<file path="config.mk">
export PLATFORM = sky130hd
export DESIGN_NAME = four_pole_multimode_filter
export DESIGN_NICKNAME = d
export VERILOG_FILES = /design/src/rtl/core/fpmf_pkg.sv /design/src/rtl/core/fpmf_ctrl.sv /design/src/rtl/core/fpmf_datapath.sv /design/src/rtl/core/four_pole_multimode_filter.sv
export SDC_FILE = /design/constraint.sdc
export NUM_CORES = 2
export LEC_CHECK = 0
export CORE_MARGIN = 2
export CORE_UTILIZATION = 35
export CTS_BUF_LIST = sky130_fd_sc_hd__clkbuf_16
export DETAILED_ROUTE_END_ITERATION = 10
export DONT_BUFFER_PORTS = 1
export PLACE_DENSITY_LB_ADDON = 0.3
export SLEW_MARGIN = 30
export SYNTH_ARGS = -nofsm -noshare
export SYNTH_HDL_FRONTEND = slang
export SYNTH_SLANG_ARGS = --single-unit
</file>
<file path="constraint.sdc">
create_clock -name clk_i -period 29.6 [get_ports clk_i]
set_input_delay 1.48 -clock clk_i [delete_from_list [all_inputs] [get_ports clk_i]]
set_output_delay 1.48 -clock clk_i [all_outputs]
set_load 0.03 [all_outputs]
</file>
<file path="src/rtl/core/fpmf_pkg.sv">
// Shared types and constants for the four-pole multimode filter.
package fpmf_pkg;

  localparam int FRAC_BITS  = 20;
  localparam int ONE_Q      = 1 << FRAC_BITS;
  localparam int FIELD_W    = 24;
  localparam int IN_TDATA_W = 3 * FIELD_W;
  localparam int CUT_W      = 24;
  localparam int RES_W      = 28;
  localparam int WEIGHT_W   = 21;
  localparam int SCALE_W    = 24;
  localparam int MODE_W     = 2;
  localparam int CFG_ADDR_W = 3;
  localparam int CFG_DATA_W = 24;

  localparam int OVERSAMPLE_PASSES_DEF = 2;
  localparam int SAMPLE_BITS_DEF       = 24;

  typedef enum logic [MODE_W-1:0] {
    MODE_LOWPASS,
    MODE_HIGHPASS,
    MODE_BANDPASS,
    MODE_BANDREJECT
  } mode_e;

  typedef enum logic [CFG_ADDR_W-1:0] {
    REG_FILTER_MODE,
    REG_BASE_CUTOFF,
    REG_BASE_RESONANCE,
    REG_RESONANCE_SCALE,
    REG_FEEDBACK_SMOOTHING,
    REG_FEEDBACK_PHASE_MIX,
    REG_CUTOFF_VARIES,
    REG_RESONANCE_VARIES
  } reg_e;

  // Operand pairs for the shared multiplier
  typedef enum logic [4:0] {
    OP_NONE,
    OP_BR_SC,    // base resonance * resonance scale
    OP_R0_RF,    // previous product * resonance factor
    OP_CF_BC,    // cutoff factor * base cutoff
    OP_FB_S,     // feedback * smoothing
    OP_R_S4,     // resonance * stage four
    OP_T_NS,     // previous product * (one - smoothing)
    OP_PREV_NP,  // clamped old feedback * (one - phase mix)
    OP_FB_P,     // new feedback * phase mix
    OP_S1_K,
    OP_X_C,
    OP_S2_K,
    OP_S1_C,
    OP_S3_K,
    OP_S2_C,
    OP_S4_K,
    OP_S3_C
  } mul_op_e;

  typedef struct packed {
    logic    start;
    mul_op_e op;
    logic    out_load;
  } dp_cmd_t;

  typedef struct packed {
    logic out_busy;
  } dp_status_t;

  typedef struct packed {
    mode_e               mode;
    logic [WEIGHT_W-1:0] base_cutoff;
    logic [WEIGHT_W-1:0] base_resonance;
    logic [SCALE_W-1:0]  resonance_scale;
    logic [WEIGHT_W-1:0] feedback_smoothing;
    logic [WEIGHT_W-1:0] feedback_phase_mix;
    logic                cutoff_varies;
    logic                resonance_varies;
  } cfg_t;

endpackage

</file>
<file path="src/rtl/core/fpmf_ctrl.sv">
// Sequencer that steps the shared multiplier through setup, passes and output.
module fpmf_ctrl import fpmf_pkg::*; #(
  parameter int OVERSAMPLE_PASSES = OVERSAMPLE_PASSES_DEF
) (
  input  logic       clk_i,
  input  logic       rst_ni,
  input  logic       in_valid_i,
  output logic       in_ready_o,
  input  dp_status_t status_i,
  output dp_cmd_t    cmd_o
);

  localparam int STEP_W      = 4;
  localparam int SETUP_STEPS = 3;
  localparam int PASS_STEPS  = 13;
  localparam int PASS_W      = (OVERSAMPLE_PASSES > 1) ? $clog2(OVERSAMPLE_PASSES) : 1;

  localparam logic [STEP_W-1:0] LAST_SETUP = STEP_W'(SETUP_STEPS - 1);
  localparam logic [STEP_W-1:0] LAST_STEP  = STEP_W'(PASS_STEPS - 1);
  localparam logic [PASS_W-1:0] LAST_PASS  = PASS_W'(OVERSAMPLE_PASSES - 1);

  localparam logic [2:0] ST_IDLE  = 3'd0;
  localparam logic [2:0] ST_SETUP = 3'd1;
  localparam logic [2:0] ST_PASS  = 3'd2;
  localparam logic [2:0] ST_DRAIN = 3'd3;
  localparam logic [2:0] ST_OUT   = 3'd4;

  logic [2:0]        state_q, state_d;
  logic [STEP_W-1:0] step_q, step_d;
  logic [PASS_W-1:0] pass_q, pass_d;

  function automatic mul_op_e setup_op(input logic [STEP_W-1:0] step);
    mul_op_e op;
    unique case (step)
      4'd0:    op = OP_BR_SC;
      4'd1:    op = OP_R0_RF;
      4'd2:    op = OP_CF_BC;
      default: op = OP_NONE;
    endcase
    return op;
  endfunction

  // Each stage issues its own old value * k before the new input * c,
  // so the write-back of the previous stage lands in time.
  function automatic mul_op_e pass_op(input logic [STEP_W-1:0] step);
    mul_op_e op;
    unique case (step)
      4'd0:    op = OP_FB_S;
      4'd1:    op = OP_R_S4;
      4'd2:    op = OP_T_NS;
      4'd3:    op = OP_PREV_NP;
      4'd4:    op = OP_FB_P;
      4'd5:    op = OP_S1_K;
      4'd6:    op = OP_X_C;
      4'd7:    op = OP_S2_K;
      4'd8:    op = OP_S1_C;
      4'd9:    op = OP_S3_K;
      4'd10:   op = OP_S2_C;
      4'd11:   op = OP_S4_K;
      4'd12:   op = OP_S3_C;
      default: op = OP_NONE;
    endcase
    return op;
  endfunction

  always_comb begin
    state_d        = state_q;
    step_d         = step_q;
    pass_d         = pass_q;
    in_ready_o     = 1'b0;
    cmd_o.start    = 1'b0;
    cmd_o.op       = OP_NONE;
    cmd_o.out_load = 1'b0;
    unique case (state_q)
      ST_IDLE: begin
        in_ready_o = 1'b1;
        if (in_valid_i) begin
          cmd_o.start = 1'b1;
          step_d      = '0;
          pass_d      = '0;
          state_d     = ST_SETUP;
        end
      end
      ST_SETUP: begin
        cmd_o.op = setup_op(step_q);
        if (step_q == LAST_SETUP) begin
          step_d  = '0;
          state_d = ST_PASS;
        end else begin
          step_d = step_q + 1'b1;
        end
      end
      ST_PASS: begin
        cmd_o.op = pass_op(step_q);
        if (step_q == LAST_STEP) begin
          step_d = '0;
          if (pass_q == LAST_PASS) begin
            state_d = ST_DRAIN;
          end else begin
            pass_d = pass_q + 1'b1;
          end
        end else begin
          step_d = step_q + 1'b1;
        end
      end
      // last product of the final pass is written back here
      ST_DRAIN: state_d = ST_OUT;
      ST_OUT: begin
        if (!status_i.out_busy) begin
          cmd_o.out_load = 1'b1;
          state_d        = ST_IDLE;
        end
      end
      default: state_d = ST_IDLE;
    endcase
  end

  always_ff @(posedge clk_i or negedge rst_ni) begin
    if (!rst_ni) begin
      state_q <= ST_IDLE;
      step_q  <= '0;
      pass_q  <= '0;
    end else begin
      state_q <= state_d;
      step_q  <= step_d;
      pass_q  <= pass_d;
    end
  end

endmodule

</file>
<file path="src/rtl/core/fpmf_datapath.sv">
// Shared rounding multiplier, accumulator, filter state and output register.
module fpmf_datapath import fpmf_pkg::*; #(
  parameter int SAMPLE_BITS = SAMPLE_BITS_DEF
) (
  input  logic                      clk_i,
  input  logic                      rst_ni,
  input  cfg_t                      cfg_i,
  input  dp_cmd_t                   cmd_i,
  output dp_status_t                status_o,
  input  logic signed [FIELD_W-1:0] sample_in_i,
  input  logic signed [FIELD_W-1:0] cutoff_factor_i,
  input  logic signed [FIELD_W-1:0] resonance_factor_i,
  output logic                      out_valid_o,
  input  logic                      out_ready_i,
  output logic [FIELD_W-1:0]        sample_out_o
);

  localparam int SW     = SAMPLE_BITS;
  localparam int S1_W   = (SW > FRAC_BITS + 2) ? SW : FRAC_BITS + 2;
  localparam int MA     = (SW + 8 > RES_W) ? SW + 8 : RES_W;
  localparam int MB     = (SW > CUT_W + 1) ? SW : CUT_W + 1;
  localparam int PROD_W = MA + MB;
  localparam int PW     = PROD_W + 1 - FRAC_BITS;
  localparam int AW     = PW + 2;
  localparam int KW     = CUT_W + 1;
  localparam int NW     = WEIGHT_W + 1;

  localparam longint SW_MAX_L  = (longint'(1) <<< (SW - 1)) - 1;
  localparam longint CUT_MAX_L = (longint'(1) <<< (CUT_W - 1)) - 1;
  localparam longint RES_MAX_L = (longint'(1) <<< (RES_W - 1)) - 1;

  localparam logic signed [AW-1:0] SW_MAX  = AW'(SW_MAX_L);
  localparam logic signed [AW-1:0] SW_MIN  = AW'(-SW_MAX_L - 1);
  localparam logic signed [AW-1:0] CUT_MAX = AW'(CUT_MAX_L);
  localparam logic signed [AW-1:0] CUT_MIN = AW'(-CUT_MAX_L - 1);
  localparam logic signed [AW-1:0] RES_MAX = AW'(RES_MAX_L);
  localparam logic signed [AW-1:0] RES_MIN = AW'(-RES_MAX_L - 1);
  localparam logic signed [AW-1:0] ONE_POS = AW'(ONE_Q);
  localparam logic signed [AW-1:0] ONE_NEG = AW'(-ONE_Q);
  localparam logic signed [PROD_W:0] HALF  = (PROD_W + 1)'(ONE_Q / 2);

  function automatic logic signed [AW-1:0] clamp(input logic signed [AW-1:0] v,
                                                 input logic signed [AW-1:0] lo,
                                                 input logic signed [AW-1:0] hi);
    return (v > hi) ? hi : ((v < lo) ? lo : v);
  endfunction

  // filter state
  logic signed [SW-1:0]   fb_q, fb_d;
  logic signed [S1_W-1:0] s1_q, s1_d;
  logic signed [SW-1:0]   s2_q, s2_d, s3_q, s3_d, s4_q, s4_d;
  mul_op_e                op_q, op_d;
  logic                   out_valid_q, out_valid_d;

  // per-sample operands and working values
  logic signed [SW-1:0]      x_in_q, x_in_d, x_q, x_d;
  logic signed [FIELD_W-1:0] cf_q, cf_d, rf_q, rf_d;
  logic signed [CUT_W-1:0]   c_q, c_d;
  logic signed [KW-1:0]      k_q, k_d;
  logic signed [RES_W-1:0]   r_q, r_d;
  logic signed [PW-1:0]      acc_q, acc_d, p_q, p_d;
  logic [FIELD_W-1:0]        out_data_q, out_data_d;

  logic signed [MA-1:0]     mul_a, fb_ext, prev_a;
  logic signed [MB-1:0]     mul_b;
  logic signed [PROD_W-1:0] prod;
  logic signed [PROD_W:0]   prod_r;
  logic signed [NW-1:0]     ns, np;
  logic signed [AW-1:0]     p_ext, p_sum, y_sum;
  logic signed [CUT_W-1:0]  c_new;
  logic signed [RES_W-1:0]  r_new;
  logic signed [SW-1:0]     y_sat;

  assign ns = $signed(NW'(ONE_Q)) - $signed({1'b0, cfg_i.feedback_smoothing});
  assign np = $signed(NW'(ONE_Q)) - $signed({1'b0, cfg_i.feedback_phase_mix});

  // only the upper side of the old feedback is clamped
  assign fb_ext = MA'(fb_q);
  assign prev_a = (fb_ext > MA'(ONE_Q)) ? MA'(ONE_Q) : fb_ext;

  always_comb begin
    mul_a = '0;
    mul_b = '0;
    unique case (cmd_i.op)
      OP_BR_SC: begin
        mul_a = MA'(cfg_i.base_resonance);
        mul_b = MB'(cfg_i.resonance_scale);
      end
      OP_R0_RF: begin
        mul_a = MA'(p_q);
        mul_b = MB'(rf_q);
      end
      OP_CF_BC: begin
        mul_a = MA'(cf_q);
        mul_b = MB'(cfg_i.base_cutoff);
      end
      OP_FB_S: begin
        mul_a = MA'(fb_q);
        mul_b = MB'(cfg_i.feedback_smoothing);
      end
      OP_R_S4: begin
        mul_a = MA'(r_q);
        mul_b = MB'(s4_q);
      end
      OP_T_NS: begin
        mul_a = MA'(p_q);
        mul_b = MB'(ns);
      end
      OP_PREV_NP: begin
        mul_a = prev_a;
        mul_b = MB'(np);
      end
      OP_FB_P: begin
        mul_a = MA'(fb_q);
        mul_b = MB'(cfg_i.feedback_phase_mix);
      end
      OP_S1_K: begin
        mul_a = MA'(s1_q);
        mul_b = MB'(k_q);
      end
      OP_X_C: begin
        mul_a = MA'(x_q);
        mul_b = MB'(c_q);
      end
      OP_S2_K: begin
        mul_a = MA'(s2_q);
        mul_b = MB'(k_q);
      end
      OP_S1_C: begin
        mul_a = MA'(s1_q);
        mul_b = MB'(c_q);
      end
      OP_S3_K: begin
        mul_a = MA'(s3_q);
        mul_b = MB'(k_q);
      end
      OP_S2_C: begin
        mul_a = MA'(s2_q);
        mul_b = MB'(c_q);
      end
      OP_S4_K: begin
        mul_a = MA'(s4_q);
        mul_b = MB'(k_q);
      end
      OP_S3_C: begin
        mul_a = MA'(s3_q);
        mul_b = MB'(c_q);
      end
      default: begin
        mul_a = '0;
        mul_b = '0;
      end
    endcase
  end

  // round half up, drop the fraction
  assign prod   = mul_a * mul_b;
  assign prod_r = (PROD_W + 1)'(prod) + HALF;
  assign p_d    = $signed(prod_r[PROD_W:FRAC_BITS]);
  assign op_d   = cmd_i.op;

  assign p_ext = AW'(p_q);
  assign p_sum = AW'(acc_q) + p_ext;
  assign c_new = CUT_W'(clamp(p_ext, CUT_MIN, CUT_MAX));
  assign r_new = RES_W'(clamp(p_ext, RES_MIN, RES_MAX));

  // capture the sample operands on start, and write back the product issued in the previous cycle
  always_comb begin
    fb_d   = fb_q;
    s1_d   = s1_q;
    s2_d   = s2_q;
    s3_d   = s3_q;
    s4_d   = s4_q;
    x_in_d = x_in_q;
    cf_d   = cf_q;
    rf_d   = rf_q;
    c_d    = c_q;
    k_d    = k_q;
    r_d    = r_q;
    x_d    = x_q;
    acc_d  = acc_q;
    if (cmd_i.start) begin
      x_in_d = SW'(clamp(AW'(sample_in_i), SW_MIN, SW_MAX));
      cf_d   = cutoff_factor_i;
      rf_d   = resonance_factor_i;
      c_d    = CUT_W'(cfg_i.base_cutoff);
      k_d    = KW'(ONE_Q) - KW'(cfg_i.base_cutoff);
    end
    unique case (op_q)
      OP_BR_SC: r_d = r_new;
      OP_R0_RF: begin
        if (cfg_i.resonance_varies) begin
          r_d = r_new;
        end
      end
      OP_CF_BC: begin
        if (cfg_i.cutoff_varies) begin
          c_d = c_new;
          k_d = KW'(ONE_Q) - KW'(c_new);
        end
      end
      OP_FB_S, OP_PREV_NP, OP_S1_K, OP_S2_K, OP_S3_K, OP_S4_K: acc_d = p_q;
      OP_T_NS: fb_d = SW'(clamp(p_sum, SW_MIN, SW_MAX));
      OP_FB_P: x_d  = SW'(clamp(AW'(x_in_q) - p_sum, SW_MIN, SW_MAX));
      OP_X_C:  s1_d = S1_W'(clamp(p_sum, ONE_NEG, ONE_POS));
      OP_S1_C: s2_d = SW'(clamp(p_sum, SW_MIN, SW_MAX));
      OP_S2_C: s3_d = SW'(clamp(p_sum, SW_MIN, SW_MAX));
      OP_S3_C: s4_d = SW'(clamp(p_sum, SW_MIN, SW_MAX));
      default: ;
    endcase
  end

  // mode select and output register
  always_comb begin
    unique case (cfg_i.mode)
      MODE_LOWPASS:    y_sum = AW'(s4_q);
      MODE_HIGHPASS:   y_sum = AW'(x_in_q) - AW'(s4_q);
      MODE_BANDPASS:   y_sum = AW'(s4_q) - AW'(s1_q);
      MODE_BANDREJECT: y_sum = AW'(x_in_q) - AW'(s1_q);
      default:         y_sum = AW'(s4_q);
    endcase
    y_sat       = SW'(clamp(y_sum, SW_MIN, SW_MAX));
    out_data_d  = out_data_q;
    out_valid_d = out_valid_q;
    if (cmd_i.out_load) begin
      out_data_d  = FIELD_W'(y_sat);
      out_valid_d = 1'b1;
    end else if (out_ready_i) begin
      out_valid_d = 1'b0;
    end
  end

  assign status_o.out_busy = out_valid_q & ~out_ready_i;
  assign out_valid_o       = out_valid_q;
  assign sample_out_o      = out_data_q;

  always_ff @(posedge clk_i or negedge rst_ni) begin
    if (!rst_ni) begin
      fb_q        <= '0;
      s1_q        <= '0;
      s2_q        <= '0;
      s3_q        <= '0;
      s4_q        <= '0;
      op_q        <= OP_NONE;
      out_valid_q <= 1'b0;
    end else begin
      fb_q        <= fb_d;
      s1_q        <= s1_d;
      s2_q        <= s2_d;
      s3_q        <= s3_d;
      s4_q        <= s4_d;
      op_q        <= op_d;
      out_valid_q <= out_valid_d;
    end
  end

  always_ff @(posedge clk_i) begin
    x_in_q     <= x_in_d;
    cf_q       <= cf_d;
    rf_q       <= rf_d;
    c_q        <= c_d;
    k_q        <= k_d;
    r_q        <= r_d;
    x_q        <= x_d;
    acc_q      <= acc_d;
    p_q        <= p_d;
    out_data_q <= out_data_d;
  end

endmodule

</file>
<file path="src/rtl/core/four_pole_multimode_filter.sv">
// Four-pole resonant multimode ladder filter: configuration registers and integration.
//
// Input stream (s_axis): one transfer carries sample_in, cutoff_factor and
// resonance_factor, all signed Q3.20. Output stream (m_axis): one transfer
// per input sample, carrying sample_out in signed Q3.20, saturated.
// Configuration: cfg_we_i writes register cfg_addr_i with cfg_wdata_i; write
// only while no sample is in flight.
// Operation: one shared multiplier performs every product; a sample needs three
// setup products and 13 per oversampling pass. s_axis_tready returns in the
// same cycle as m_axis_tvalid rises, so no new sample is taken until the
// result of the last one has been loaded into the output register.
// A finished result sits in the output register; if the receiver stalls the
// next sample is still taken and runs, and its result waits until the
// register is free.
// Reset clears the filter state and feedback, empties the output register
// and returns all configuration registers to their defaults.
module four_pole_multimode_filter import fpmf_pkg::*; #(
  parameter int OVERSAMPLE_PASSES = OVERSAMPLE_PASSES_DEF,
  parameter int SAMPLE_BITS       = SAMPLE_BITS_DEF
) (
  input  logic                  clk_i,
  input  logic                  rst_ni,
  input  logic                  s_axis_tvalid,
  output logic                  s_axis_tready,
  // sample_in [23:0], cutoff_factor [47:24], resonance_factor [71:48]
  input  logic [IN_TDATA_W-1:0] s_axis_tdata,
  output logic                  m_axis_tvalid,
  input  logic                  m_axis_tready,
  // sample_out [23:0]
  output logic [FIELD_W-1:0]    m_axis_tdata,
  input  logic                  cfg_we_i,
  input  logic [CFG_ADDR_W-1:0] cfg_addr_i,
  input  logic [CFG_DATA_W-1:0] cfg_wdata_i
);

  localparam logic [WEIGHT_W-1:0] HALF_RST  = WEIGHT_W'(ONE_Q / 2);
  localparam logic [SCALE_W-1:0]  SCALE_RST = SCALE_W'(4 * ONE_Q);

  cfg_t       cfg_q, cfg_d;
  dp_cmd_t    cmd;
  dp_status_t status;

  always_comb begin
    cfg_d = cfg_q;
    if (cfg_we_i) begin
      unique case (cfg_addr_i)
        REG_FILTER_MODE:        cfg_d.mode = mode_e'(cfg_wdata_i[MODE_W-1:0]);
        REG_BASE_CUTOFF:        cfg_d.base_cutoff = cfg_wdata_i[WEIGHT_W-1:0];
        REG_BASE_RESONANCE:     cfg_d.base_resonance = cfg_wdata_i[WEIGHT_W-1:0];
        REG_RESONANCE_SCALE:    cfg_d.resonance_scale = cfg_wdata_i[SCALE_W-1:0];
        REG_FEEDBACK_SMOOTHING: cfg_d.feedback_smoothing = cfg_wdata_i[WEIGHT_W-1:0];
        REG_FEEDBACK_PHASE_MIX: cfg_d.feedback_phase_mix = cfg_wdata_i[WEIGHT_W-1:0];
        REG_CUTOFF_VARIES:      cfg_d.cutoff_varies = cfg_wdata_i[0];
        REG_RESONANCE_VARIES:   cfg_d.resonance_varies = cfg_wdata_i[0];
        default: ;
      endcase
    end
  end

  always_ff @(posedge clk_i or negedge rst_ni) begin
    if (!rst_ni) begin
      cfg_q.mode               <= MODE_LOWPASS;
      cfg_q.base_cutoff        <= HALF_RST;
      cfg_q.base_resonance     <= '0;
      cfg_q.resonance_scale    <= SCALE_RST;
      cfg_q.feedback_smoothing <= HALF_RST;
      cfg_q.feedback_phase_mix <= HALF_RST;
      cfg_q.cutoff_varies      <= 1'b0;
      cfg_q.resonance_varies   <= 1'b0;
    end else begin
      cfg_q <= cfg_d;
    end
  end

  fpmf_ctrl #(
    .OVERSAMPLE_PASSES(OVERSAMPLE_PASSES)
  ) u_ctrl (
    .clk_i     (clk_i),
    .rst_ni    (rst_ni),
    .in_valid_i(s_axis_tvalid),
    .in_ready_o(s_axis_tready),
    .status_i  (status),
    .cmd_o     (cmd)
  );

  fpmf_datapath #(
    .SAMPLE_BITS(SAMPLE_BITS)
  ) u_datapath (
    .clk_i             (clk_i),
    .rst_ni            (rst_ni),
    .cfg_i             (cfg_q),
    .cmd_i             (cmd),
    .status_o          (status),
    .sample_in_i       (s_axis_tdata[FIELD_W-1:0]),
    .cutoff_factor_i   (s_axis_tdata[2*FIELD_W-1:FIELD_W]),
    .resonance_factor_i(s_axis_tdata[3*FIELD_W-1:2*FIELD_W]),
    .out_valid_o       (m_axis_tvalid),
    .out_ready_i       (m_axis_tready),
    .sample_out_o      (m_axis_tdata)
  );

endmodule

</file>
==> results.md <==
- Outcome: finished, final reports clean
- Area after DPL: about 63,000 µm²
- Startpoint types: register
- Cell repeated most along the worst path: fa_1
- Vias in the first global route: 50,270
- Peak Freq: ~0.079 GHz
- Final clock skew: 26.57 ps
- Yosys top cell area share: 0.2772
- Floorplan row count: approximately 150
- Post-route cell area: roughly 65,000 µm²
- Final RePlAce weighted congestion: 0.9459
- # port buffers: 0
- Initial Util: 0.3529
- Max stage delay on crit path: between 800 and 900 ps
- TritonCTS clock tree: built
- Post-CTS setup buffers: 0
- Commonest cells in the netlist: inv_1 (995), fa_1 (830), nand2_1 (755), nor2_1 (683), a21oi_1 (345)
- Area leader, netlist: fa_1
- CTS root buf: clkbuf_16
- Top FF cell, synth: dfrtp_1
- Routed wire length: roughly 220,000 µm
- Cell variety after synth: ~120
- Synth top area cells: fa_1 (28%), dfrtp_1 (10%), edfxtp_1 (9.3%), inv_1 (6.2%), ha_1 (6.0%)
- Post-DP HPWL: 162,200 µm
- CTS Buffer Depth: 3
- Worst-margin pin slew: ~1000 ps
- Final setup violation count: 0
- Final hold vios: 0
- Initial DRC Count: about 5,500
- Bufs and invs on worst path: 10
- CP Data Required Time: approximately 30,000 ps
- Largest net degree at the start of global routing: between 200 and 250
- Setup TNS: 0 ps
- Fraction of registers with async set/reset: 0.4740
- Crit path time final: around 13,000 ps
- Total track usage: 0.2482
- First-pass GRT wire length: ~330,000 µm
- Worst setup margin: 16,990 ps
- Syn nets: 7,824
- Crit. End Element: register
- Pins Over Slew Limit: 0
- CTS H-tree depth: 3
- Chip Height: roughly 420 µm
- CTS resizes: 0
- Post-synth EDFFs: 186
- Die area: ~170,000 µm²
- Mapped cell area: approximately 60,000 µm²
- Worst skew pair latency: 680 ps
- Syn avg cell area: 9.080 µm²
- Vias per cell: between 5 and 6
- Tcrit/Tclk final: 0.4261
- Final ANT Viol Nets: 0
- Top-count cell post-synth: inv_1
- Share of post-route cells with drive strength above 1: 0.08101
- Cts bufs inserted: 66
- Antenna violations before repair: 13
- Die width: around 420 µm
- #FFs+latches synth: between 500 and 600
- Syn Inst Count: 6,602
- Drc violations: 0
- Crit path max fanout: 42
- Post-CTS Hold Buffers: 0
- Clock slew seen by the registers of the worst setup and hold paths: roughly 60 ps
- Min-Delay Path Class: reg2reg
- RSZ-0062 raised after global routing: false
- # IOs: 130
- YS warnings: 0
- Max-Slew Margin vs Limit: 0.3160
- Arrival time worst endpoint: about 13,000 ps
- Maximum capacitance violations: 0
- Layout Nets: just under 8,000
- Clock Sinks: between 500 and 600
- Sequential share of the synthesized area: 0.2250
- Pre-CTS setup slack: 17,040 ps
- CP top delay family: adder cells
- First-pass DRT Iterations: 7
- Core ar.: between 150,000 and 200,000 µm²
- Critical path class: reg2reg
- Routed len/inst: between 20 and 25 µm
- Layout fillers: 16,960
- DR vias: 49,560
- Area added between synthesis and finish: 8.332%
- GR Overflow Total: 0
- Slowest CP cell: nor3_2
-- state kept, by name, summed over array words and instances, names as in the netlist, 3 cells and up --
name and cells:
u_datapath.r_q 28, u_datapath.fb_q 24, u_datapath.s3_q 24, u_ctrl.step_q 4, u_datapath.p_q 38, u_datapath.cf_q 24
u_datapath.op_q 5, cfg_q 112, u_datapath.c_q 24, u_datapath.x_q 24, u_datapath.rf_q 24, u_datapath.sample_out_o 24
u_ctrl.state_q 3, u_datapath.s4_q 24, u_datapath.s1_q 24, u_datapath.x_in_q 24, u_datapath.acc_q 38, u_datapath.k_q 25
u_datapath.s2_q 24
-- layout by cell type, fill, tap and decap left out, types with 40 or more instances in the layout --
master / n
ha_1: 288
nand3_1: 80
nand4_1: 46
o21ai_0: 140
xnor2_1: 114
nand2b_1: 59
clkbuf_16: 70
or2_2: 44
nor2_1: 680
mux2i_1: 46
inv_1: 1008
fa_1: 829
edfxtp_1: 186
a211oi_1: 78
a31oi_1: 77
and3_1: 40
a21o_1: 119
dfxtp_1: 87
mux2_2: 110
a21oi_1: 341
xor2_1: 81
dfrtp_1: 242
a22oi_1: 53
nand2_1: 752
nor3_1: 77
buf_4: 150
-- path summary, 6_finish.rpt --
kind / startpoint / to / slack, ps / depth (start not counted)
hold reg to reg: u_datapath.k_q[0] / u_datapath.k_q[0] / 470 / 2
setup reg to reg: u_ctrl.step_q[0] / u_datapath.p_q[36] / 16990 / 38
hold / removal: u_datapath.k_q[0] / u_datapath.k_q[0] / 470 / 2
max in group asynchronous: rst_ni / u_datapath.s3_q[19] / 28510 / 0
setup / recovery: u_ctrl.step_q[0] / u_datapath.p_q[36] / 16990 / 38
min in group asynchronous: rst_ni / cfg_q[3] / 530 / 0
-- per-layer routing --
metal / routed length, µm / vias up / part of all wire / GRT usage
met5: 48 / - / 0.00022 / 0
met4: 10930 / 8 / 0.051 / 0.1100
met3: 18010 / 462 / 0.084 / 0.04794
met2: 97240 / 2147 / 0.45 / 0.3915
met1: 88800 / 25380 / 0.41 / 0.3310
li1: - / 21560 / - / -
-- worst register-to-register path, delay by kind of cell, from the launching register on --
kind,cells,cell delay (ps)
buf+inv,10,2140
simple gates,8,2760
compound gates,10,2680
flops,1,520
xor+xnor,1,130
fa+ha+maj,9,4230
-- kinds of logic after synthesis --
kind of cell | synth area share
buffers and inverters | 0.08735
XOR/XNOR | 0.02864
flip-flops | 0.2250
AND/OR/NAND/NOR | 0.1481
multiplexers | 0.02870
adder cells (fa/ha/maj) | 0.3410
AO/OA/AOI/OAI | 0.1413
-- per-stage QoR --
step                utilization  hold slack [ps]  instances
finish                   0.3824            467.1       8742
CTS                      0.3822            463.9       8736
global placement         0.3694            445.4       8615
global route             0.3823            499.1       8738
floorplan                     -            433.4       6602
detailed placement       0.3695            455.8       8615
-- layout make-up --
type | count | area [µm²] | area share
multi-input combinational | 4726 | 41610 | 0.6407
sequential | 519 | 13490 | 0.2077
inverter | 1000 | 3756 | 0.05784
tap | 2218 | 2775 | 0.04273
clock buffer | 70 | 1752 | 0.02697
timing repair buffer | 152 | 1149 | 0.01769
clock inverter | 51 | 401.6 | 0.006184
antenna | 6 | 15.01 | 0.0002312
Power is left out: the tool's default activity adds up to more than one toggle a clock period on the data nets, which glitch-free logic cannot reach.
